===== src/rtl/core/qvr_pkg.sv =====
`timescale 1ns / 1ps
// ----------------------------------------------------------------------------
// qvr_pkg
// Widths, payload types and rounding constants shared by the quaternion
// vector rotation pipeline.
// ----------------------------------------------------------------------------
package qvr_pkg;

  localparam int QuatWidth    = 16;
  localparam int QuatFracBits = 14;
  localparam int VecWidth     = 16;

  // q component products, matrix entries, matrix-vector terms, row sums
  localparam int ProdWidth  = 2 * QuatWidth;
  localparam int MatWidth   = ProdWidth + 2;
  localparam int TermWidth  = MatWidth + VecWidth;
  localparam int SumWidth   = TermWidth + 2;
  localparam int RoundShift = 2 * QuatFracBits;
  localparam int RowWidth   = SumWidth - RoundShift;

  localparam logic [SumWidth-1:0] RoundHalf = SumWidth'(1) << (RoundShift - 1);

  typedef struct packed {
    logic [QuatWidth-1:0] x;
    logic [QuatWidth-1:0] y;
    logic [QuatWidth-1:0] z;
    logic [QuatWidth-1:0] w;
  } quat_t;

  // element 0 is x, 1 is y, 2 is z
  typedef logic [2:0][VecWidth-1:0] vec_t;

  typedef struct packed {
    logic [ProdWidth-1:0] xx;
    logic [ProdWidth-1:0] yy;
    logic [ProdWidth-1:0] zz;
    logic [ProdWidth-1:0] ww;
    logic [ProdWidth-1:0] xy;
    logic [ProdWidth-1:0] xz;
    logic [ProdWidth-1:0] yz;
    logic [ProdWidth-1:0] wx;
    logic [ProdWidth-1:0] wy;
    logic [ProdWidth-1:0] wz;
  } prod_t;

  // [row][col]
  typedef logic [2:0][2:0][MatWidth-1:0]  mat_t;
  typedef logic [2:0][2:0][TermWidth-1:0] term_t;

endpackage


===== src/rtl/core/qvr_round.sv =====
`timescale 1ns / 1ps
// ----------------------------------------------------------------------------
// qvr_round
// Stage 4: row sums, round half up, clamp to the vector range; output
// register.
// ----------------------------------------------------------------------------
module qvr_round (
  input  logic           clk_i,
  input  logic           rst_ni,
  input  logic           valid_i,
  output logic           stall_o,
  input  qvr_pkg::term_t term_i,
  output logic           valid_o,
  input  logic           stall_i,
  output qvr_pkg::vec_t  rot_o,
  output logic           clamped_o
);

  localparam int TW = qvr_pkg::TermWidth;
  localparam int SW = qvr_pkg::SumWidth;
  localparam int RW = qvr_pkg::RowWidth;
  localparam int VW = qvr_pkg::VecWidth;

  logic          valid_q;
  qvr_pkg::vec_t rot_d, rot_q;
  logic          clamped_d, clamped_q;

  logic [2:0][SW-1:0] sum;
  logic [2:0][RW-1:0] row;
  logic [2:0]         over;

  assign stall_o = valid_q & stall_i;

  always_comb begin
    for (int r = 0; r < 3; r++) begin
      sum[r] = {{(SW-TW){term_i[r][0][TW-1]}}, term_i[r][0]}
             + {{(SW-TW){term_i[r][1][TW-1]}}, term_i[r][1]}
             + {{(SW-TW){term_i[r][2][TW-1]}}, term_i[r][2]}
             + qvr_pkg::RoundHalf;
      row[r]  = sum[r][SW-1:qvr_pkg::RoundShift];
      over[r] = !((&row[r][RW-1:VW-1]) || !(|row[r][RW-1:VW-1]));
      if (over[r]) begin
        rot_d[r] = {row[r][RW-1], {(VW-1){~row[r][RW-1]}}};
      end else begin
        rot_d[r] = row[r][VW-1:0];
      end
    end
    clamped_d = |over;
  end

  always_ff @(posedge clk_i or negedge rst_ni) begin
    if (!rst_ni) begin
      valid_q <= 1'b0;
    end else if (!stall_o) begin
      valid_q <= valid_i;
    end
  end

  always_ff @(posedge clk_i) begin
    if (!stall_o) begin
      rot_q     <= rot_d;
      clamped_q <= clamped_d;
    end
  end

  assign valid_o   = valid_q;
  assign rot_o     = rot_q;
  assign clamped_o = clamped_q;

endmodule


===== config.mk =====
export PLATFORM = sky130hd
export DESIGN_NAME = qvr_round
export DESIGN_NICKNAME = d
export VERILOG_FILES = /design/src/rtl/core/qvr_pkg.sv /design/src/rtl/core/qvr_round.sv
export SDC_FILE = /design/constraint.sdc
export NUM_CORES = 1
export LEC_CHECK = 0
export BUFFER_PORTS_ARGS = -buffer_cell sky130_fd_sc_hd__buf_4
export CELL_PAD_IN_SITES_DETAIL_PLACEMENT = 2
export CELL_PAD_IN_SITES_GLOBAL_PLACEMENT = 2
export CORE_MARGIN = 4
export CORE_UTILIZATION = 27
export DETAILED_ROUTE_END_ITERATION = 6
export PLACE_DENSITY_LB_ADDON = 0.15
export SKIP_LAST_GASP = 1
export SYNTH_ARGS = -nofsm -noshare
export SYNTH_HDL_FRONTEND = slang
export SYNTH_SLANG_ARGS = --single-unit
export TNS_END_PERCENT = 20

===== constraint.sdc =====
create_clock -name clk_i -period 1.7 [get_ports clk_i]
set_input_delay 0.085 -clock clk_i [delete_from_list [all_inputs] [get_ports clk_i]]
set_output_delay 0.085 -clock clk_i [all_outputs]
set_load 0.01 [all_outputs]

==> results.txt, run 1 <==
status = complete, but fails checks
violated checks = negative setup slack
dominant cells by area after synthesis = ha_1, fa_1, inv_1
Longest Clk Path Bufs = 2
Tmin final = 4.032 ns
hold_ws = 0.06489 ns
clock buffer count from CTS = 5
period utilization = 237.2%
first-pass GRT wire length = 113200 um
Netlist Area Pre-Place = 16240 sq um
PwrDens = 949.1 nW/um^2
clock network power share = 4.7%
post-synthesis sequential area ratio = 9.212%
Routed WL = 74150 um
grt ovf = 0
biggest area consumer among synthesized cells = ha_1
Post-Route Setup TNS = -108.54 ns
setup violators final = 49
post-route insts no fill = 3761
Synth warnings = 0
root buf cell = clkbuf_16
H-tree levels = 2
final hold viol count = 0
Reg power frac = 9.0%
io pins = 505
share of layout cells above drive strength 1 = 42.00%
Synth Flop Type = edfxtp_1
worst r2r src = valid_o$_DFFE_PN0N_
placed insts = 3711
Pint = 13.30 mW
EDFF count, synth = 49
flop2flop setup slack = 0.46 ns
WP data required = 1.79 ns
GRT Resource Usage Total = 22.03%
Worst Reg-to-Reg Cells = 2
Hold Crit Class = in -> async
Final ANT Viol Nets = 0
DR WL/cell = 19.71 um
routability cong. = 0.8609
area share of the largest cell type after synthesis = 22.64%
met2 usage = 43.39%
relative slew slack = 63.95%
die area = 64150 sq um
cells after synthesis = 2034
CP Launch Type = input pin
Starting DRT DRC Count = 513
routing usage on met3 = 2.373%
Final WS setup = -2.332 ns
async set-reset flop share out of synthesis = 2.000%
die width = 253.3 um
leakage power = 14.04 nW
Mean Syn Cell Area = 7.986 sq um
vias in the first global route = 21278
Slew Limit Fails = 0
Skew-Pair Late Insertion Delay = 0.32 ns
PortBufs = 504
Seq cells post-synth = 50
worst ir drop on vdd = 0.0004644 V
synth unique cells = 95
Most Crowded Layer GR = met2
FP Rows = 89
most common cell after layout, fill and taps aside = buf_4
Vias = 17979
drt drc = 0
worst-path fanout max = 10
CTS tree = yes
net count after synthesis = 2929
Slew @ Worst Pin = 0.5351 ns
clk_skew = 0.01179 ns
Logic pwr share = 86.3%
RR Endpoint = rot_o[34]$_DFFE_PN_
Core Box Area = 59240 sq um
Net Sw Frac = 47.13%
# nets final = 3882
drt pass-1 iters = 4
max-cap violations = 0
area added between synthesis and finish = 63.11%
Psw = 11.85 mW
hpwl dp = 63490 um
Peak Freq = 248.0 MHz
Initial Util = 27.42%
most frequent cells in the layout = buf_4, inv_1, ha_1
initial antenna violation count = 0
routing usage on met1 = 25.63%
Worst-path clk slew = 0.09 ns
Avg Vias per Cell = 4.780
critical path class = in -> reg
RSZ-0062 raised after global routing = yes
Worst setup EP type = flip-flop
pin count of the biggest net entering global routing = 21
CTS sink count = 50
diode count = 0
Worst EP arrival = 4.12 ns
chip height = 253.3 um
[registers in the layout, indices dropped and copies added (netlist names)]
register   count
clamped_o      1
rot_o         48
valid_o        1
[cell usage after synthesis, types with 6 or more instances]
cell type and instances:
buf_2 8, a31oi_1 14, a21oi_1 150, a21o_1 40, nand2b_1 11, nand3_1 35, o21bai_1 18, nor3_1 26
a21boi_1 7, inv_1 567, edfxtp_1 49, o21ai_1 6, clkbuf_1 19, o211ai_1 13, nor2b_1 10, a21boi_0 10
xnor2_1 28, or3_1 8, o21ai_2 20, ha_1 294, xor2_1 29, o31ai_1 8, nand4_1 41, fa_1 147
nand2_1 147, a211oi_1 18, a211o_1 6, o21a_1 18, nor2_1 65, and3_1 15, o21ai_0 80
[critical path, cell delays in order]
cell and delay [ns]:
buf_4 0.08, inv_1 0.04, fa_1 0.55, inv_1 0.05, ha_1 0.27, ha_1 0.31
buf_4 0.14, nand2_1 0.08, buf_4 0.16, nor4_4 0.30, nand2b_4 0.11, a21o_4 0.24
o31a_1 0.27, o211ai_1 0.29, or4b_4 0.53, nor4_4 0.18, or2b_4 0.21, buf_12 0.15
a21oi_2 0.07
[power by group through the flow]
stage                     registers, mW  logic, mW  clock network [mW]
after floorplan                    2.45       9.29                   0
after global placement             2.29       18.1                   0
after detailed placement           2.29       18.8                   0
after CTS                          2.28       20.8                1.23
after global routing               2.32       23.7                1.26
final                              2.26       21.7                1.18
[what timing repair did]
| action | CTS | global route |
|---|---|---|
| resized for setup | 190 | 84 |
| hold endpoints to repair | 2 | 0 |
| setup buffers | 23 | 17 |
| cloned | 1 | 2 |
| hold buffers | 2 | 0 |
| setup endpoints to repair | 49 | 49 |
| pin swaps | 72 | 46 |
[stage by stage]
step / setup WS [ns] / util, % / power (mW) / instance area (sq um)
after global routing: -2.457 / 44.73 / 27.29 / 26500
final: -2.332 / 44.73 / 25.15 / 26500
after detailed placement: -2.952 / 41.20 / 21.12 / 24410
after CTS: -2.246 / 43.90 / 24.29 / 26010
after global placement: -2.853 / 41.20 / 20.35 / 24410
after floorplan: -2.150 / - / 11.75 / 16520
[worst max path at each step]
stage,start,endpoint,slack [ns],depth (start not counted)
after global placement,term_i[176],clamped_o$_DFFE_PN_,-2.85,18
after floorplan,term_i[158],clamped_o$_DFFE_PN_,-2.15,16
after CTS,term_i[273],clamped_o$_DFFE_PN_,-2.25,19
final,term_i[12],rot_o[11]$_DFFE_PN_,-2.33,19
after global routing,term_i[176],clamped_o$_DFFE_PN_,-2.46,19
after detailed placement,term_i[42],rot_o[1]$_DFFE_PN_,-2.95,19
[layout make-up]
class / instances / area (sq um)
fill: 6581 / 32750
multi-input combinational: 1384 / 14180
timing repair buffer: 978 / 7545
inverter: 568 / 2150
sequential: 50 / 1496
tap: 773 / 967.2
clock buffer: 5 / 125.1
clock inverter: 3 / 28.78
[routing by layer]
layer | vias up | routed length, um
li1 | 8652 | -
met1 | 8943 | 30320
met2 | 319 | 40300
met3 | 65 | 2250
met4 | 0 | 1275
met5 | - | 0
[logic make-up after synthesis]
kind of cell	Yosys count	synth area share [%]
flip-flops	50	9.212
adder cells (fa/ha/maj)	441	40.76
buffers and inverters	600	14.10
AO/OA/AOI/OAI	476	19.74
multiplexers	4	0.2542
AND/OR/NAND/NOR	403	12.49
XOR/XNOR	60	3.443
No activity file was read; power rests on OpenSTA's default activity.
==> run 2, diff against run 1 <==
--- a/config.mk
+++ b/config.mk
@@ -5,12 +5,12 @@
 export SDC_FILE = /design/constraint.sdc
 export NUM_CORES = 1
 export LEC_CHECK = 0
-export BUFFER_PORTS_ARGS = -buffer_cell sky130_fd_sc_hd__buf_4
 export CELL_PAD_IN_SITES_DETAIL_PLACEMENT = 2
 export CELL_PAD_IN_SITES_GLOBAL_PLACEMENT = 2
 export CORE_MARGIN = 4
-export CORE_UTILIZATION = 27
+export CORE_UTILIZATION = 30
 export DETAILED_ROUTE_END_ITERATION = 6
+export DONT_BUFFER_PORTS = 1
 export PLACE_DENSITY_LB_ADDON = 0.15
 export SKIP_LAST_GASP = 1
 export SYNTH_ARGS = -nofsm -noshare
==> run 2 against run 1 <==
- the run still ends with negative setup slack left
- sequential power grew 19%
- clock skew shrank 0.0050 ns
- flip-flop and latch count stayed put
- first-iteration DRC count fell by 19%
- cell area is 13% lower
- global-route usage down 1.2 points
- sequential share of layout area grew 0.81 points
- setup slack gained 0.11 ns
- clock power fell by 7%
- register-to-register slack improved by 0.07 ns
- critical endpoint is now rot_o[13]$_DFFE_PN_
- largest cell class unchanged
- largest power group unchanged
==> results.txt, run 2 (synthesis gave the netlist of run 1 again) <==
status = complete, but fails checks
violated checks = negative setup slack
max-cap violations = 0
Final ANT Viol Nets = 0
area added between synthesis and finish = 42.68%
root buf cell = clkbuf_16
# nets final = 3393
buffer and inverter count on the worst path = 3
H-tree levels = 2
Skew-Pair Late Insertion Delay = 0.32 ns
initial antenna violation count = 0
worst ir drop on vdd = 0.0004666 V
fillers = 5928
die width = 240.7 um
CTS tree = yes
Initial Util = 30.25%
critical path class = in -> reg
share of layout cells above drive strength 1 = 32.99%
most frequent cells in the layout = inv_1, buf_4, ha_1
Storage cell area = 1496 sq um
multi-input combinational cell area = 14630 sq um
setup violators final = 49
CTS sink count = 50
PwrDens = 1038 nW/um^2
relative slew slack = 58.56%
clock buffer count from CTS = 5
period utilization = 230.7%
Worst Reg-to-Reg Cells = 2
worst-path fanout max = 6
CP cell instances = inv_1, fa_1, inv_2, ha_4, ha_4, nand4_1, a21oi_1, o21ai_1, o2111a_1, a21o_4, o31a_1, o211ai_1, or4b_4, nor4_4, or2b_4, clkbuf_16, o21ai_2
drt drc = 0
Tmin final = 3.921 ns
chip height = 240.7 um
FP Rows = 85
crit path max-delay cell type = fa_1
leakage power = 11.68 nW
hold_ws = 0.1274 ns
clk_skew = 0.006782 ns
most common cell after layout, fill and taps aside = inv_1
vias in the first global route = 18364
pin count of the biggest net entering global routing = 39
io pins = 505
Peak Freq = 255.0 MHz
final core occ = 43.15%
Worst-path clk slew = 0.08 ns
Vias = 16006
Worst setup EP type = flip-flop
Hold Crit Class = in -> reg
Largest register FFs = 48
GRT Resource Usage Total = 20.85%
WP data required = 1.77 ns
Slew @ Worst Pin = 0.6200 ns
hpwl dp = 55520 um
slowest stage delay, CP = 0.56 ns
family with the most delay on the worst path = compound AO/OA/AOI/OAI gates
Longest Clk Path Bufs = 2
Starting DRT DRC Count = 413
routability cong. = 0.8643
Avg Vias per Cell = 5.011
drt pass-1 iters = 7
RSZ-0062 raised after global routing = yes
first-pass GRT wire length = 97090 um
PortBufs = 0
final hold viol count = 0
die area = 57930 sq um
Worst EP arrival = 3.99 ns
cell mode on critical path = ha_4
DR WL/cell = 20.58 um
grt ovf = 0
diode count = 0
flop2flop setup slack = 0.53 ns
WP depth = 17
CP Launch Type = input pin
Min-Delay Path Depth = 3
Routed WL = 65750 um
Final WS setup = -2.221 ns
Slew Limit Fails = 0
Core Box Area = 53710 sq um
run 2: worst reg2reg max path, delay by kind of cell (launching register included):
kind,cells,cell delay (ns)
DFF,1,0.43
and+or+nand+nor,1,0.12
buffers and inverters,1,0.24
run 2: per-layer routing:
metal | part of all wire [%] | GRT usage [%]
met3 | 3.0 | 2.525
met5 | 0 | 0
met2 | 53 | 39.58
met4 | 1.3 | 3.061
met1 | 42 | 25.79
run 2: layout make-up:
type,instances,area share [%]
inverters,568,9.436
clock buffers,5,0.5398
multi-input cells,1384,63.11
flip-flops and latches,50,6.457
clock inverters,2,0.05938
repair buffers,489,16.64
well taps,696,3.757
run 2: path summary, 6_finish.rpt:
| path | from | end |
|---|---|---|
| worst max-delay path | term_i[119] | rot_o[13]$_DFFE_PN_ |
| worst min-delay path | stall_i | valid_o$_DFFE_PN0N_ |
| worst max register to register | valid_o$_DFFE_PN0N_ | rot_o[45]$_DFFE_PN_ |
| worst min register to register | valid_o$_DFFE_PN0N_ | valid_o$_DFFE_PN0N_ |
| max in group asynchronous | rst_ni | valid_o$_DFFE_PN0N_ |
| min in group asynchronous | rst_ni | valid_o$_DFFE_PN0N_ |
run 2: what timing repair did:
action,in CTS,in global routing
cloned,3,1
endpoints found under the hold margin,2,0
hold buffers,3,0
pin swaps,58,95
setup buffers,19,24
endpoints found under the setup margin,49,49
gates resized for setup,135,224
run 2: stage by stage:
step / total power [mW] / TNS, ns / setup WS [ns] / std cells / area, sq um
final: 24.07 / -102.60 / -2.221 / 3194 / 23180
after global routing: 26.18 / -109.54 / -2.341 / 3194 / 23180
after CTS: 22.26 / -101.98 / -2.186 / 3169 / 21720
after detailed placement: 19.70 / -127.43 / -2.896 / 3138 / 20590
after global placement: 19.10 / -122.79 / -2.881 / 3138 / 20590
after floorplan: 11.75 / -106.52 / -2.150 / 2034 / 16520
run 2: power by group:
group,leakage [nW],total (mW),switching [mW],internal (mW)
logic,11.1,20.3,10.4,9.91
clock network,0.0701,1.10,0.558,0.545
registers,0.514,2.68,0.611,2.07
total,11.7,24.1,11.5,12.5
