`src/rtl/core/qvr_pkg.sv`:
```
`timescale 1ns / 1ps
// ----------------------------------------------------------------------------
// qvr_pkg
// Widths, payload types and rounding constants shared by the quaternion
// vector rotation pipeline.
// ----------------------------------------------------------------------------
package qvr_pkg;

  localparam int QuatWidth    = 16;
  localparam int QuatFracBits = 14;
  localparam int VecWidth     = 16;

  // q component products, matrix entries, matrix-vector terms, row sums
  localparam int ProdWidth  = 2 * QuatWidth;
  localparam int MatWidth   = ProdWidth + 2;
  localparam int TermWidth  = MatWidth + VecWidth;
  localparam int SumWidth   = TermWidth + 2;
  localparam int RoundShift = 2 * QuatFracBits;
  localparam int RowWidth   = SumWidth - RoundShift;

  localparam logic [SumWidth-1:0] RoundHalf = SumWidth'(1) << (RoundShift - 1);

  typedef struct packed {
    logic [QuatWidth-1:0] x;
    logic [QuatWidth-1:0] y;
    logic [QuatWidth-1:0] z;
    logic [QuatWidth-1:0] w;
  } quat_t;

  // element 0 is x, 1 is y, 2 is z
  typedef logic [2:0][VecWidth-1:0] vec_t;

  typedef struct packed {
    logic [ProdWidth-1:0] xx;
    logic [ProdWidth-1:0] yy;
    logic [ProdWidth-1:0] zz;
    logic [ProdWidth-1:0] ww;
    logic [ProdWidth-1:0] xy;
    logic [ProdWidth-1:0] xz;
    logic [ProdWidth-1:0] yz;
    logic [ProdWidth-1:0] wx;
    logic [ProdWidth-1:0] wy;
    logic [ProdWidth-1:0] wz;
  } prod_t;

  // [row][col]
  typedef logic [2:0][2:0][MatWidth-1:0]  mat_t;
  typedef logic [2:0][2:0][TermWidth-1:0] term_t;

endpackage

```
`src/rtl/core/qvr_matrix.sv`:
```
`timescale 1ns / 1ps
// ----------------------------------------------------------------------------
// qvr_matrix
// Stage 2: the rotation matrix of q (scaled by |q|^2) from the products.
// ----------------------------------------------------------------------------
module qvr_matrix (
  input  logic           clk_i,
  input  logic           rst_ni,
  input  logic           valid_i,
  output logic           stall_o,
  input  qvr_pkg::prod_t prod_i,
  input  qvr_pkg::vec_t  vec_i,
  output logic           valid_o,
  input  logic           stall_i,
  output qvr_pkg::mat_t  mat_o,
  output qvr_pkg::vec_t  vec_o
);

  localparam int PW = qvr_pkg::ProdWidth;
  localparam int MW = qvr_pkg::MatWidth;

  logic          valid_q;
  qvr_pkg::mat_t mat_d, mat_q;
  qvr_pkg::vec_t vec_q;

  logic [MW-1:0] xx, yy, zz, ww, xy, xz, yz, wx, wy, wz;

  assign stall_o = valid_q & stall_i;

  assign xx = {{(MW-PW){prod_i.xx[PW-1]}}, prod_i.xx};
  assign yy = {{(MW-PW){prod_i.yy[PW-1]}}, prod_i.yy};
  assign zz = {{(MW-PW){prod_i.zz[PW-1]}}, prod_i.zz};
  assign ww = {{(MW-PW){prod_i.ww[PW-1]}}, prod_i.ww};
  assign xy = {{(MW-PW){prod_i.xy[PW-1]}}, prod_i.xy};
  assign xz = {{(MW-PW){prod_i.xz[PW-1]}}, prod_i.xz};
  assign yz = {{(MW-PW){prod_i.yz[PW-1]}}, prod_i.yz};
  assign wx = {{(MW-PW){prod_i.wx[PW-1]}}, prod_i.wx};
  assign wy = {{(MW-PW){prod_i.wy[PW-1]}}, prod_i.wy};
  assign wz = {{(MW-PW){prod_i.wz[PW-1]}}, prod_i.wz};

  always_comb begin
    mat_d[0][0] = ww + xx - yy - zz;
    mat_d[0][1] = (xy - wz) << 1;
    mat_d[0][2] = (xz + wy) << 1;
    mat_d[1][0] = (xy + wz) << 1;
    mat_d[1][1] = ww - xx + yy - zz;
    mat_d[1][2] = (yz - wx) << 1;
    mat_d[2][0] = (xz - wy) << 1;
    mat_d[2][1] = (yz + wx) << 1;
    mat_d[2][2] = ww - xx - yy + zz;
  end

  always_ff @(posedge clk_i or negedge rst_ni) begin
    if (!rst_ni) begin
      valid_q <= 1'b0;
    end else if (!stall_o) begin
      valid_q <= valid_i;
    end
  end

  always_ff @(posedge clk_i) begin
    if (!stall_o) begin
      mat_q <= mat_d;
      vec_q <= vec_i;
    end
  end

  assign valid_o = valid_q;
  assign mat_o   = mat_q;
  assign vec_o   = vec_q;

endmodule

```
`config.mk`:
```
export PLATFORM = sky130hd
export DESIGN_NAME = qvr_matrix
export DESIGN_NICKNAME = d
export VERILOG_FILES = /design/src/rtl/core/qvr_pkg.sv /design/src/rtl/core/qvr_matrix.sv
export SDC_FILE = /design/constraint.sdc
export NUM_CORES = 1
export LEC_CHECK = 0
export BUFFER_PORTS_ARGS = -buffer_cell sky130_fd_sc_hd__buf_2
export CORE_AREA = 5 5 314 316
export DETAILED_ROUTE_END_ITERATION = 10
export DIE_AREA = 0 0 319 321
export PLACE_DENSITY = 0.48
export SYNTH_ARGS = -nofsm -noshare
export SYNTH_HDL_FRONTEND = slang
export SYNTH_SLANG_ARGS = --single-unit
```
`constraint.sdc`:
```
create_clock -name clk_i -period 12.92 [get_ports clk_i]
set_input_delay 0.646 -clock clk_i [delete_from_list [all_inputs] [get_ports clk_i]]
set_output_delay 0.646 -clock clk_i [all_outputs]
set_load 0.02 [all_outputs]
```
==> results of run 1 <==
==> state kept, by name (all words and copies together) (netlist names) <==
register / flops
mat_o: 297
valid_o: 1
vec_o: 48
==> worst paths after layout <==
| kind | start | endpoint | slack [ns] | depth (start not counted) |
|---|---|---|---|---|
| max in group asynchronous | rst_ni | valid_o | 12.50 | 2 |
| min in group asynchronous | rst_ni | valid_o | 0.34 | 2 |
| min | vec_i[0] | vec_o[0] | 0.20 | 1 |
| max | prod_i[290] | mat_o[304] | 7.09 | 24 |
| max reg2reg | valid_o | mat_o[210] | 9.86 | 3 |
| min reg2reg | valid_o | valid_o | 0.97 | 2 |
==> where the power goes <==
part	total (mW)	internal, mW	switching, mW
sequential	1.77	1.67	0.0993
combinational	2.90	1.06	1.84
clock	1.33	0.789	0.543
total	6.00	3.52	2.48
==> metrics by stage <==
step	util, %	total power [mW]	hold WS, ns	worst slack (ns)	cell area, µm²
after floorplan	-	3.75	0.350	2.99	30300
after global placement	36.7	4.70	0.420	6.66	35100
after detailed placement	36.7	4.69	0.421	6.58	35100
after CTS	38.3	6.08	0.148	7.25	36700
after global routing	38.4	6.39	0.160	6.71	36700
final	38.4	6.00	0.205	7.09	36700
==> worst max-delay path, delay by kind of cell <==
family / cells / cell delay, ns
XOR/XNOR: 2 / 0.29
adder cells (fa/ha/maj): 3 / 1.21
AND/OR/NAND/NOR: 6 / 0.86
buffers and inverters: 2 / 0.14
AO/OA/AOI/OAI: 11 / 3.03
==> layout by cell type, fill, tap and decap left out, types with 13 or more instances in the layout <==
master     count
a211oi_1      23
a21o_1       102
a21oi_1      313
a31oi_1       36
and3_1        19
buf_2        721
clkbuf_16     47
diode_2       16
edfxtp_1     345
fa_1         138
ha_1         327
inv_1        338
nand2_1      112
nand2b_1      40
nand3_1       46
nand4_1       23
nor2_1       231
nor2b_1       41
nor3_1        44
nor4_1        17
o211ai_1      23
o21a_1        26
o21ai_0      128
o21ai_1       13
o21bai_1      71
o31ai_1       23
xnor2_1      216
xor2_1        71
==> cell type report <==
class	count	share of cell area [%]
inverters	340	3.47
repair buffers	727	9.98
flip-flops and latches	346	28.3
well taps	1276	4.35
diodes	16	0.109
clock inverters	33	1.00
multi-input cells	2269	49.6
clock buffers	50	3.23
==> logic make-up (layout without fill, tap and decap cells) <==
group	after synthesis	after routing	synth area share, %
buffers and inverters	442	1150	5.75
adders and majority gates	465	465	22.6
and+or+nand+nor	620	620	9.81
other	1	22	0.0124
DFF	346	346	34.2
muxes	3	3	0.107
xor gates and xnor gates	287	287	8.29
AOI/OAI and AO/OA	888	888	19.2
==> cell usage after synthesis, types with 6 or more instances <==
| master | instances | area, µm² |
|---|---|---|
| a21boi_0 | 6 | 45.0 |
| xor2_1 | 71 | 622 |
| o22ai_1 | 6 | 37.5 |
| nand4_1 | 23 | 144 |
| o211ai_1 | 23 | 173 |
| and2_1 | 7 | 43.8 |
| o21a_1 | 26 | 195 |
| edfxtp_1 | 345 | 10400 |
| nand3_1 | 46 | 230 |
| ha_1 | 327 | 4090 |
| a21oi_1 | 313 | 1570 |
| a31oi_1 | 36 | 225 |
| nor2b_1 | 41 | 257 |
| o31ai_1 | 23 | 173 |
| buf_2 | 19 | 95.1 |
| or3_1 | 7 | 43.8 |
| buf_4 | 12 | 90.1 |
| o21bai_1 | 71 | 533 |
| a2111oi_0 | 8 | 70.1 |
| xnor2_1 | 216 | 1890 |
| o41ai_1 | 10 | 87.6 |
| nor3_1 | 44 | 220 |
| a21o_1 | 102 | 766 |
| nand2_1 | 113 | 424 |
| clkbuf_1 | 65 | 244 |
| o21ai_1 | 13 | 65.1 |
| o21ai_0 | 128 | 641 |
| nand2b_1 | 40 | 250 |
| nor4_1 | 17 | 106 |
| or2_2 | 6 | 37.5 |
| inv_1 | 338 | 1270 |
| fa_1 | 138 | 2760 |
| nor2_1 | 231 | 867 |
| a211oi_1 | 23 | 173 |
| and3_1 | 19 | 119 |
==> per-layer routing <==
metal	global-route usage (%)	vias to the layer above	routed length [µm]
li1	-	12200	-
met1	23.4	11800	42700
met2	32.8	772	49100
met3	4.93	130	7150
met4	5.54	14	2810
met5	0	-	85
==> repair_timing <==
action | in CTS | in global routing
setup endpoints to repair | 0 | 0
hold buffers | 1 | 0
resized for setup | 0 | 0
endpoints found under the hold margin | 1 | 0
==> impl_results.md, run 1 <==
- Clock root cell: clkbuf_16
- Req. time, crit path: 13.29 ns
- Worst slew margin: 34.7%
- Number of global-route vias before repair: 25300
- Number of synthesized register bits: 346
- Hold WC Path Type: primary input to flop
- Nets: 4567
- Reg area: 0.0104 mm²
- Final ANT Viol Nets: 0
- Endpoint type of the worst setup path: flop
- Clk_skew: 0.0202 ns
- Clk sinks: 346
- Number of flops mapped to enable cells by yosys: 345
- Placed insts: 4957
- Initial antenna violation count: 22
- Crit start category: primary input
- Worst slew pin tran: 0.966 ns
- Layout area overhead: 21.2%
- Primary FF master, synth: edfxtp_1
- Final wirelength: 102000 µm
- Ys async rst share: 0.289%
- Max Cap Viol: 0
- Fillers: 9807
- WS Path Type: primary input to flop
- Leakage: 16.5 nW
- Row cnt: 114
- Pwr per Cell Area: 163 mW/mm²
- Cells after Synth: 3052
- CP max stage delay: 0.60 ns
- Register area share after synthesis: 34.2%
- Initial core utilization: 31.7%
- IO Pins: 728
- Cts bufs inserted: 46
- Remaining Overflow, GRT: 0
- Postcts setup bufs: 0
- Clk slew on worst S/H paths: 0.06 ns
- Area of the die: 0.102 mm²
- Peak supply drop: 0.140 mV
- Dpl hpwl: 84800 µm
- Max-slew violation count: 0
- Global-route wire length before repair: 152000 µm
- Share of layout cells above drive strength 1: 22.8%
- Synth warn: 0
- DIE WIDTH: 319 µm
- Area of the multi-input gates: 0.0182 mm²
- Final setup violation count: 0
- Placeable Area: 0.0957 mm²
- Worst-skew pair later-pin latency: 0.61 ns
- Final Hold Viols: 0
- Largest net degree at the start of global routing: 133
- Cell Chain, Critical Path: buf_2 > inv_1 > ha_1 > nor2_1 > a211o_1 > a31oi_1 > a41o_1 > o31ai_1 > nor2b_1 > o21ai_0 > a21oi_1 > xnor2_1 > fa_1 > ha_1 > a21oi_1 > nor2b_1 > nand2_1 > o31ai_1 > a31o_2 > nand2b_1 > nand2b_1 > a21o_1 > a31oi_1 > xnor2_1
- DRT Pass-1 Iters: 5
- Critical path fanouts, max: 6
- DR DRC count: 0
- Ratio of final minimum period to clock period: 45.1%
- PortBufs: 721
- Gpl congestion: 0.886
- WL/cell: 20.1 µm
- CTS Buffer Depth: 3
- Worst path arrival time: 6.20 ns
- Status: finished, final reports clean
- CTS tree: built
- Iter 0 DRT Violations: 1377
- Die Ht: 321 µm
- Mapped cell area: 0.0303 mm²
- Setup TNS: 0 ns
- Fmax: 171 MHz
- H-tree levels: 2
- RSZ-0062 raised after global routing: false
- Finished Layout Cells: 5057
- CP max stage cell: o31ai_1
- Distinct cells, synth: 105
- DR vias: 24900
- Clock period minus worst slack: 5.83 ns
- Overall Global Routing Usage: 19.0%
- Syn_area_per_cell: 9.94 µm²
- Vias per std cell: 4.93
Power figures use the tool's default switching activity.
==> run 2: changes to the inputs <==
--- a/config.mk
+++ b/config.mk
@@ -5,11 +5,12 @@
 export SDC_FILE = /design/constraint.sdc
 export NUM_CORES = 1
 export LEC_CHECK = 0
+export ABC_AREA = 1
 export BUFFER_PORTS_ARGS = -buffer_cell sky130_fd_sc_hd__buf_2
-export CORE_AREA = 5 5 314 316
+export CORE_AREA = 5 5 348 350
 export DETAILED_ROUTE_END_ITERATION = 10
-export DIE_AREA = 0 0 319 321
-export PLACE_DENSITY = 0.48
+export DIE_AREA = 0 0 353 355
+export PLACE_DENSITY = 0.49
 export SYNTH_ARGS = -nofsm -noshare
 export SYNTH_HDL_FRONTEND = slang
 export SYNTH_SLANG_ARGS = --single-unit
==> constraint.sdc (replaced) <==
create_clock -name clk_i -period 5.23 [get_ports clk_i]
set_input_delay 0.2615 -clock clk_i [delete_from_list [all_inputs] [get_ports clk_i]]
set_output_delay 0.2615 -clock clk_i [all_outputs]
set_load 0.02 [all_outputs]
==> impl_results.md, run 2 <==
- Area of the multi-input gates: 0.0222 mm² (was 0.0182 mm²)
- Die Ht: 355 µm (was 321 µm)
- Clk_skew: 0.0308 ns (was 0.0202 ns)
- Max-slew violation count: 0 (unchanged)
- Area leader, netlist: edfxtp_1 (unchanged)
- Final setup violation count: 0 (unchanged)
- Worst path arrival time: 4.74 ns (was 6.20 ns)
- Psw: 7.59 mW (was 2.48 mW)
- Area of the die: 0.125 mm² (was 0.102 mm²)
- Worst slew pin tran: 0.905 ns (was 0.966 ns)
- Status: finished, final reports clean (unchanged)
- WS Path Type: primary input to flop (unchanged)
- Fillers: 12800 (was 9807)
- Row cnt: 126 (was 114)
- Iter 0 DRT Violations: 2653 (was 1377)
- Hold depth: 3 (was 1)
- Worst R2R Start: valid_o (unchanged)
- Worst-skew pair later-pin latency: 0.64 ns (was 0.61 ns)
- Worst slew margin: 39.0% (was 34.7%)
- Ys async rst share: 0.289% (unchanged)
- Max Cap Viol: 0 (unchanged)
- Finished Layout Cells: 7706 (was 5057)
- Setup slack, reg-to-reg: 3.20 ns (was 9.86 ns)
- Req. time, crit path: 5.62 ns (was 13.29 ns)
- Commonest cells after routing, fill and taps aside: 1649 x nand2_1, 1080 x inv_1, 721 x buf_2, 487 x nor2_1, 345 x edfxtp_1 (was 721 x buf_2, 345 x edfxtp_1, 338 x inv_1, 327 x ha_1, 313 x a21oi_1)
- Placeable Area: 0.117 mm² (was 0.0957 mm²)
- Layout area overhead: 19.0% (was 21.2%)
- Largest net degree at the start of global routing: 103 (was 133)
- Post-place setup slack: 0.786 ns (was 6.58 ns)
- Critical path fanouts, max: 4 (was 6)
- Pwr Total: 16.2 mW (was 6.00 mW)
- CTS tree: built (unchanged)
- PortBufs: 721 (unchanged)
- Final wirelength: 160000 µm (was 102000 µm)
- Placed insts: 7547 (was 4957)
- Postcts setup bufs: 0 (unchanged)
- R2R depth: 2 (was 3)
- Net Sw Frac: 46.7% (was 41.3%)
- Vias per std cell: 4.80 (was 4.93)
- Clock period minus worst slack: 4.35 ns
- Initial core utilization: 31.8% (was 31.7%)
- Internal: 8.64 mW (was 3.52 mW)
- FF-to-FF End: mat_o[158] (was mat_o[210])
- Syn_area_per_cell: 6.96 µm² (was 9.94 µm²)
- Final ANT Viol Nets: 0 (unchanged)
- Crit start category: primary input (unchanged)
- Setup TNS: 0 ns (unchanged)
- H-tree levels: 2 (unchanged)
- Part of the power in registers: 27.0% (was 29.5%)
- Cts bufs inserted: 46 (unchanged)
- Post-DP Area: 0.0422 mm² (was 0.0351 mm²)
- DR DRC count: 0 (unchanged)
- Clk sinks: 346 (unchanged)
- Max reg flops: 297 (unchanged)
- DRT Pass-1 Iters: 8 (was 5)
- Comb pwr share: 51.9% (was 48.3%)
- CTS Buffer Depth: 3 (unchanged)
- Share of layout cells above drive strength 1: 14.5% (was 22.8%)
- Hold WC Path Type: primary input to flop (unchanged)
- Nets: 6952 (was 4567)
- Global-route wire length before repair: 233000 µm (was 152000 µm)
- Endpoint type of the worst setup path: flop (unchanged)
- Yosys top cell area share: 27.7% (was 34.2%)
- Number of synthesized register bits: 346 (unchanged)
- Ratio of final minimum period to clock period: 83.1%
- WL/cell: 20.8 µm (was 20.1 µm)
- Peak supply drop: 0.320 mV (was 0.140 mV)
- Mapped cell area: 0.0373 mm² (was 0.0303 mm²)
- Fin area: 0.0444 mm² (was 0.0367 mm²)
- Clk slew on worst S/H paths: 0.06 ns (about the same)
- Remaining Overflow, GRT: 0 (unchanged)
- IO Pins: 728 (unchanged)
- Number of flops mapped to enable cells by yosys: 345 (unchanged)
- Reg area: 0.0104 mm² (unchanged)
- DIE WIDTH: 353 µm (was 319 µm)
- Fmax: 230 MHz
- Final Hold Viols: 0 (unchanged)
- Primary FF master, synth: edfxtp_1 (unchanged)
- Cells after Synth: 5367 (was 3052)
- Initial antenna violation count: 28 (was 22)
- Number of global-route vias before repair: 37100 (was 25300)
- Post-synth top cells: 1650 x nand2_1, 1080 x inv_1, 487 x nor2_1, 345 x edfxtp_1 (was 345 x edfxtp_1, 338 x inv_1, 327 x ha_1, 313 x a21oi_1, 231 x nor2_1)
- Distinct cells, synth: 36 (was 105)
- Part of the power in the clock network: 21.1% (was 22.2%)
- Post-route setup slack: 0.881 ns (was 7.09 ns)
- Clock root cell: clkbuf_16 (unchanged)
- Dpl hpwl: 139000 µm (was 84800 µm)
- RSZ-0062 raised after global routing: false (unchanged)
- Gpl congestion: 0.966 (was 0.886)
- Hold Path Origin: prod_i[32] (was vec_i[0])
- DR vias: 37000 (was 24900)
- Overall Global Routing Usage: 24.6% (was 19.0%)
- Synth warn: 0 (unchanged)
- Hold Path Sink: mat_o[69] (was vec_o[0])
- Register area share after synthesis: 27.8% (was 34.2%)
- Most frequent cell after synthesis: nand2_1 (was edfxtp_1)
- Pwr per Cell Area: 365 mW/mm² (was 163 mW/mm²)
- Largest cells by area after synthesis: edfxtp_1 28%, nand2_1 17%, ha_1 11%, inv_1 11%, fa_1 7.4% (was edfxtp_1 34%, ha_1 13%, fa_1 9.1%, xnor2_1 6.2%, a21oi_1 5.2%)
- Leakage: 23.8 nW (was 16.5 nW)
- Most common cell after layout, fill and taps aside: nand2_1 (was buf_2)
[run 2: cell types whose count changed in the layout (fill, tap and decap cells not counted), sizes merged, moves of 57 or more]
cell   before   now
o21ai     143   227
nand2     113  1682
nand4      23    80
nor2      232   516
xnor2     216    28
xor2       71   128
a21o      104     5
nand3      46   240
inv       342  1087
[run 2: logic make-up after synthesis]
family,count (synthesis),synth area share [%]
XOR/XNOR,156,3.66
adder cells (fa/ha/maj),465,18.4
buffers and inverters,1170,12.9
AO/OA/AOI/OAI,603,8.44
other,1,0.0100
AND/OR/NAND/NOR,2626,28.9
flip-flops,346,27.8
[run 2: area by class of cell]
| cell class | count | share of cell area, % |
|---|---|---|
| Timing Repair Buffer | 781 | 9.50 |
| Sequential cell | 346 | 23.4 |
| Clock buffer | 53 | 2.65 |
| Antenna cell | 17 | 0.0957 |
| Clock inverter | 33 | 0.963 |
| Tap cell | 1536 | 4.32 |
| Inverter | 1084 | 9.16 |
| Multi-Input combinational cell | 3856 | 49.9 |
[run 2: repair_timing]
item | in CTS | in global routing
hold endpoints to repair | 55 | 0
hold buffers | 56 | 0
gates resized for setup | 0 | 0
[run 2: critical path, stage by stage]
cell	delay, ns
dlygate4sd3_1	0.52
buf_2	0.14
inv_1	0.09
fa_1	0.47
inv_1	0.15
nand3_1	0.08
nand2_1	0.17
nand2_1	0.08
nand2_1	0.13
nand3_1	0.08
nand2_1	0.19
xor2_1	0.33
fa_1	0.54
ha_1	0.39
a21oi_1	0.11
o21bai_1	0.42
a21oi_1	0.09
nand2_1	0.24
nand2_1	0.12
nand3_1	0.09
nand2_1	0.05
[run 2: routing by layer]
| metal | track usage [%] | up-vias | wire, µm |
|---|---|---|---|
| li1 | - | 18300 | - |
| met1 | 33.0 | 17300 | 71700 |
| met3 | 4.50 | 175 | 10800 |
| met5 | 0 | - | 63 |
| met4 | 6.14 | 10 | 4120 |
| met2 | 41.2 | 1206 | 73500 |
[run 2: power groups by stage]
stage / Combinational, mW / Clock, mW / Sequential [mW]
after floorplan: 4.41 / 0 / 5.25
after global placement: 8.37 / 0 / 4.46
after detailed placement: 8.34 / 0 / 4.44
after CTS: 8.42 / 3.55 / 4.41
after global routing: 9.26 / 3.66 / 4.45
final: 8.42 / 3.43 / 4.38
[run 2: through the flow]
stage,hold slack (ns),util (%)
5_1_grt,0.0391,37.8
3_5_place_dp,0.0373,36.0
4_1_cts,0.00871,37.8
6_report,0.0637,37.8
3_3_place_gp,0.0359,36.0
2_1_floorplan,-0.0341,-
[run 2: worst max-delay path by stage]
stage                startpoint          to
floorplan               valid_o     valid_o
global placement    prod_i[192]  mat_o[303]
detailed placement  prod_i[192]  mat_o[161]
CTS                 prod_i[193]  mat_o[295]
global route        prod_i[193]  mat_o[303]
finish              prod_i[193]  mat_o[161]
==> run 3: changes to the inputs <==
--- a/config.mk
+++ b/config.mk
@@ -5,12 +5,12 @@
 export SDC_FILE = /design/constraint.sdc
 export NUM_CORES = 1
 export LEC_CHECK = 0
-export ABC_AREA = 1
+export ABC_AREA = 0
 export BUFFER_PORTS_ARGS = -buffer_cell sky130_fd_sc_hd__buf_2
-export CORE_AREA = 5 5 348 350
+export CORE_AREA = 5 5 314 316
 export DETAILED_ROUTE_END_ITERATION = 10
-export DIE_AREA = 0 0 353 355
-export PLACE_DENSITY = 0.49
+export DIE_AREA = 0 0 319 321
+export PLACE_DENSITY = 0.5
 export SYNTH_ARGS = -nofsm -noshare
 export SYNTH_HDL_FRONTEND = slang
 export SYNTH_SLANG_ARGS = --single-unit
==> constraint.sdc (replaced) <==
create_clock -name clk_i -period 3.9 [get_ports clk_i]
set_input_delay 0.195 -clock clk_i [delete_from_list [all_inputs] [get_ports clk_i]]
set_output_delay 0.195 -clock clk_i [all_outputs]
set_load 0.02 [all_outputs]
==> impl_results.md, run 3 (synthesis results as in run 1) <==
- Clk sinks: 346 (unchanged)
- Remaining Overflow, GRT: 0 (unchanged)
- Crit. Startpoint: prod_i[192] (was prod_i[193])
- Psw: 9.27 mW (was 7.59 mW)
- CTS Buffer Depth: 3 (unchanged)
- Final setup violation count: 21 (was 0)
- Peak supply drop: 0.480 mV (was 0.320 mV)
- Most common cell after layout, fill and taps aside: buf_2 (was nand2_1)
- Row cnt: 114 (was 126)
- Final Hold Viols: 0 (unchanged)
- Worst slew margin: 34.0% (was 39.0%)
- CP max stage cell: fa_2 (was fa_1)
- Clock root cell: clkbuf_16 (unchanged)
- Area of the die: 0.102 mm² (was 0.125 mm²)
- Gpl congestion: 0.912 (was 0.966)
- Net Sw Frac: 40.0% (was 46.7%)
- Clk_skew: 0.0280 ns (was 0.0308 ns)
- WS Path Type: primary input to flop (unchanged)
- Crit start category: primary input (unchanged)
- DRT Pass-1 Iters: 5 (was 8)
- Part of the power in registers: 25.4% (was 27.0%)
- Placed insts: 5367 (was 7547)
- Worst-skew pair later-pin latency: 0.64 ns (about the same)
- CTS tree: built (unchanged)
- Layout area overhead: 39.8% (was 19.0%)
- Hold Path Origin: prod_i[65] (was prod_i[32])
- Final wirelength: 109000 µm (was 160000 µm)
- Initial antenna violation count: 59 (was 28)
- H-tree levels: 2 (unchanged)
- Cts bufs inserted: 47 (was 46)
- Status: finished, violations left (was finished, final reports clean)
- IO Pins: 728 (unchanged)
- Area of the multi-input gates: 0.0196 mm² (was 0.0222 mm²)
- Global-route wire length before repair: 162000 µm (was 233000 µm)
- RSZ-0062 raised after global routing: true (was false)
- Post-place setup slack: -1.20 ns (was 0.786 ns)
- DR vias: 27200 (was 37000)
- Req. time, crit path: 4.29 ns (was 5.62 ns)
- WL/cell: 19.6 µm (was 20.8 µm)
- Internal: 13.9 mW (was 8.64 mW)
- Nets: 5073 (was 6952)
- Pwr Total: 23.2 mW (was 16.2 mW)
- Leakage: 19.2 nW (was 23.8 nW)
- Critical path fanouts, max: 4 (unchanged)
- Max reg flops: 297 (unchanged)
- Commonest cells after routing, fill and taps aside: 709 x buf_2, 431 x buf_4, 345 x edfxtp_1, 330 x inv_1, 290 x ha_1 (was 1649 x nand2_1, 1080 x inv_1, 721 x buf_2, 487 x nor2_1, 345 x edfxtp_1)
- Finished Layout Cells: 5580 (was 7706)
- Worst slew pin tran: 0.978 ns (was 0.905 ns)
- Die Ht: 321 µm (was 355 µm)
- Largest net degree at the start of global routing: 91 (was 103)
- Post-route setup slack: -0.277 ns (was 0.881 ns)
- PortBufs: 721 (unchanged)
- Pwr per Cell Area: 547 mW/mm² (was 365 mW/mm²)
- Endpoint type of the worst setup path: flop (unchanged)
- Ratio of final minimum period to clock period: 107%
- Dpl hpwl: 90000 µm (was 139000 µm)
- Fillers: 9410 (was 12800)
- Overall Global Routing Usage: 20.2% (was 24.6%)
- Part of the power in the clock network: 19.7% (was 21.1%)
- Reg area: 0.0104 mm² (unchanged)
- Placeable Area: 0.0957 mm² (was 0.117 mm²)
- Clk slew on worst S/H paths: 0.06 ns (about the same)
- CP max stage delay: 0.49 ns (was 0.54 ns)
- Vias per std cell: 4.87 (was 4.80)
- Initial core utilization: 31.7% (was 31.8%)
- Iter 0 DRT Violations: 1541 (was 2653)
- Fmax: 239 MHz
- Max-slew violation count: 0 (unchanged)
- Final core occ: 44.3% (was 37.8%)
- Failing checks: negative setup slack
- DIE WIDTH: 319 µm (was 353 µm)
- DR DRC count: 0 (unchanged)
- Final ANT Viol Nets: 0 (unchanged)
- Clock period minus worst slack: 4.18 ns
- Share of layout cells above drive strength 1: 34.8% (was 14.5%)
- Worst R2R Start: valid_o (unchanged)
- Max Cap Viol: 0 (unchanged)
- Number of global-route vias before repair: 27000 (was 37100)
- Worst path arrival time: 4.57 ns (was 4.74 ns)
- Hold WC Path Type: primary input to flop (unchanged)
- Comb pwr share: 54.8% (was 51.9%)
run 3: cell count changes in the layout (fill, tap and decap cells not counted), moves of 57 or more:
cell	change
xnor2_1	+175
buf_4	+429
nand4_1	-57
o21ai_0	-111
nor2_1	-266
nand3_1	-187
a21o_1	+96
inv_1	-750
nand2_1	-1542
xor2_1	-60
run 3: critical path: cells and delay by family:
family / cells / cell delay (ns)
fa+ha+maj: 4 / 1.31
compound gates: 9 / 1.20
simple gates: 6 / 1.10
buf+inv: 4 / 0.42
xor+xnor: 2 / 0.34
run 3: cell type report:
cell class	count	area share [%]
Sequential cell	346	24.5
Antenna cell	30	0.177
Multi-Input combinational cell	2269	46.3
Inverter	340	3.08
Clock buffer	53	2.83
Tap cell	1276	3.77
Clock inverter	34	1.00
Timing Repair Buffer	1232	18.4
run 3: routing by layer:
layer,vias to the layer above,share of wire [%],track usage (%),wire length (µm)
li1,13200,-,-,-
met1,12900,42,25.9,46100
met2,826,47,33.6,51600
met3,155,7.9,5.95,8570
met4,26,2.5,5.77,2760
met5,-,0.15,0,169
run 3: path summary, 6_finish.rpt:
check | endpoint | slack, ns | depth (start not counted)
max reg2reg | mat_o[110] | 1.95 | 2
max in group asynchronous | valid_o | 3.42 | 3
min in group asynchronous | valid_o | 0.38 | 3
max | mat_o[303] | -0.28 | 25
min | mat_o[172] | 0.06 | 3
min reg2reg | vec_o[40] | 1.27 | 1
run 3: power groups by stage:
stage	clock, mW	combinational (mW)	sequential, mW
global route	4.87	13.8	5.98
finish	4.58	12.7	5.90
detailed placement	0	11.7	5.95
CTS	4.73	12.3	5.91
floorplan	0	5.43	7.14
global placement	0	11.7	5.97
run 3: timing repair:
action	in CTS	in global routing
buffers inserted	22	16
pin swaps	98	68
hold buffers	64	0
resized for setup	107	119
endpoints found under the setup margin	28	38
hold endpoints to repair	59	0
run 3: per-stage QoR:
step                hold WS, ns  setup TNS, ns  area, µm²
finish                   0.0575          -2.99      42400
global route             0.0548          -7.01      42300
CTS                     0.00490          -1.65      41700
detailed placement      -0.0270         -41.96      38700
global placement        -0.0270         -40.69      38700
floorplan                -0.101          -7.44      30800
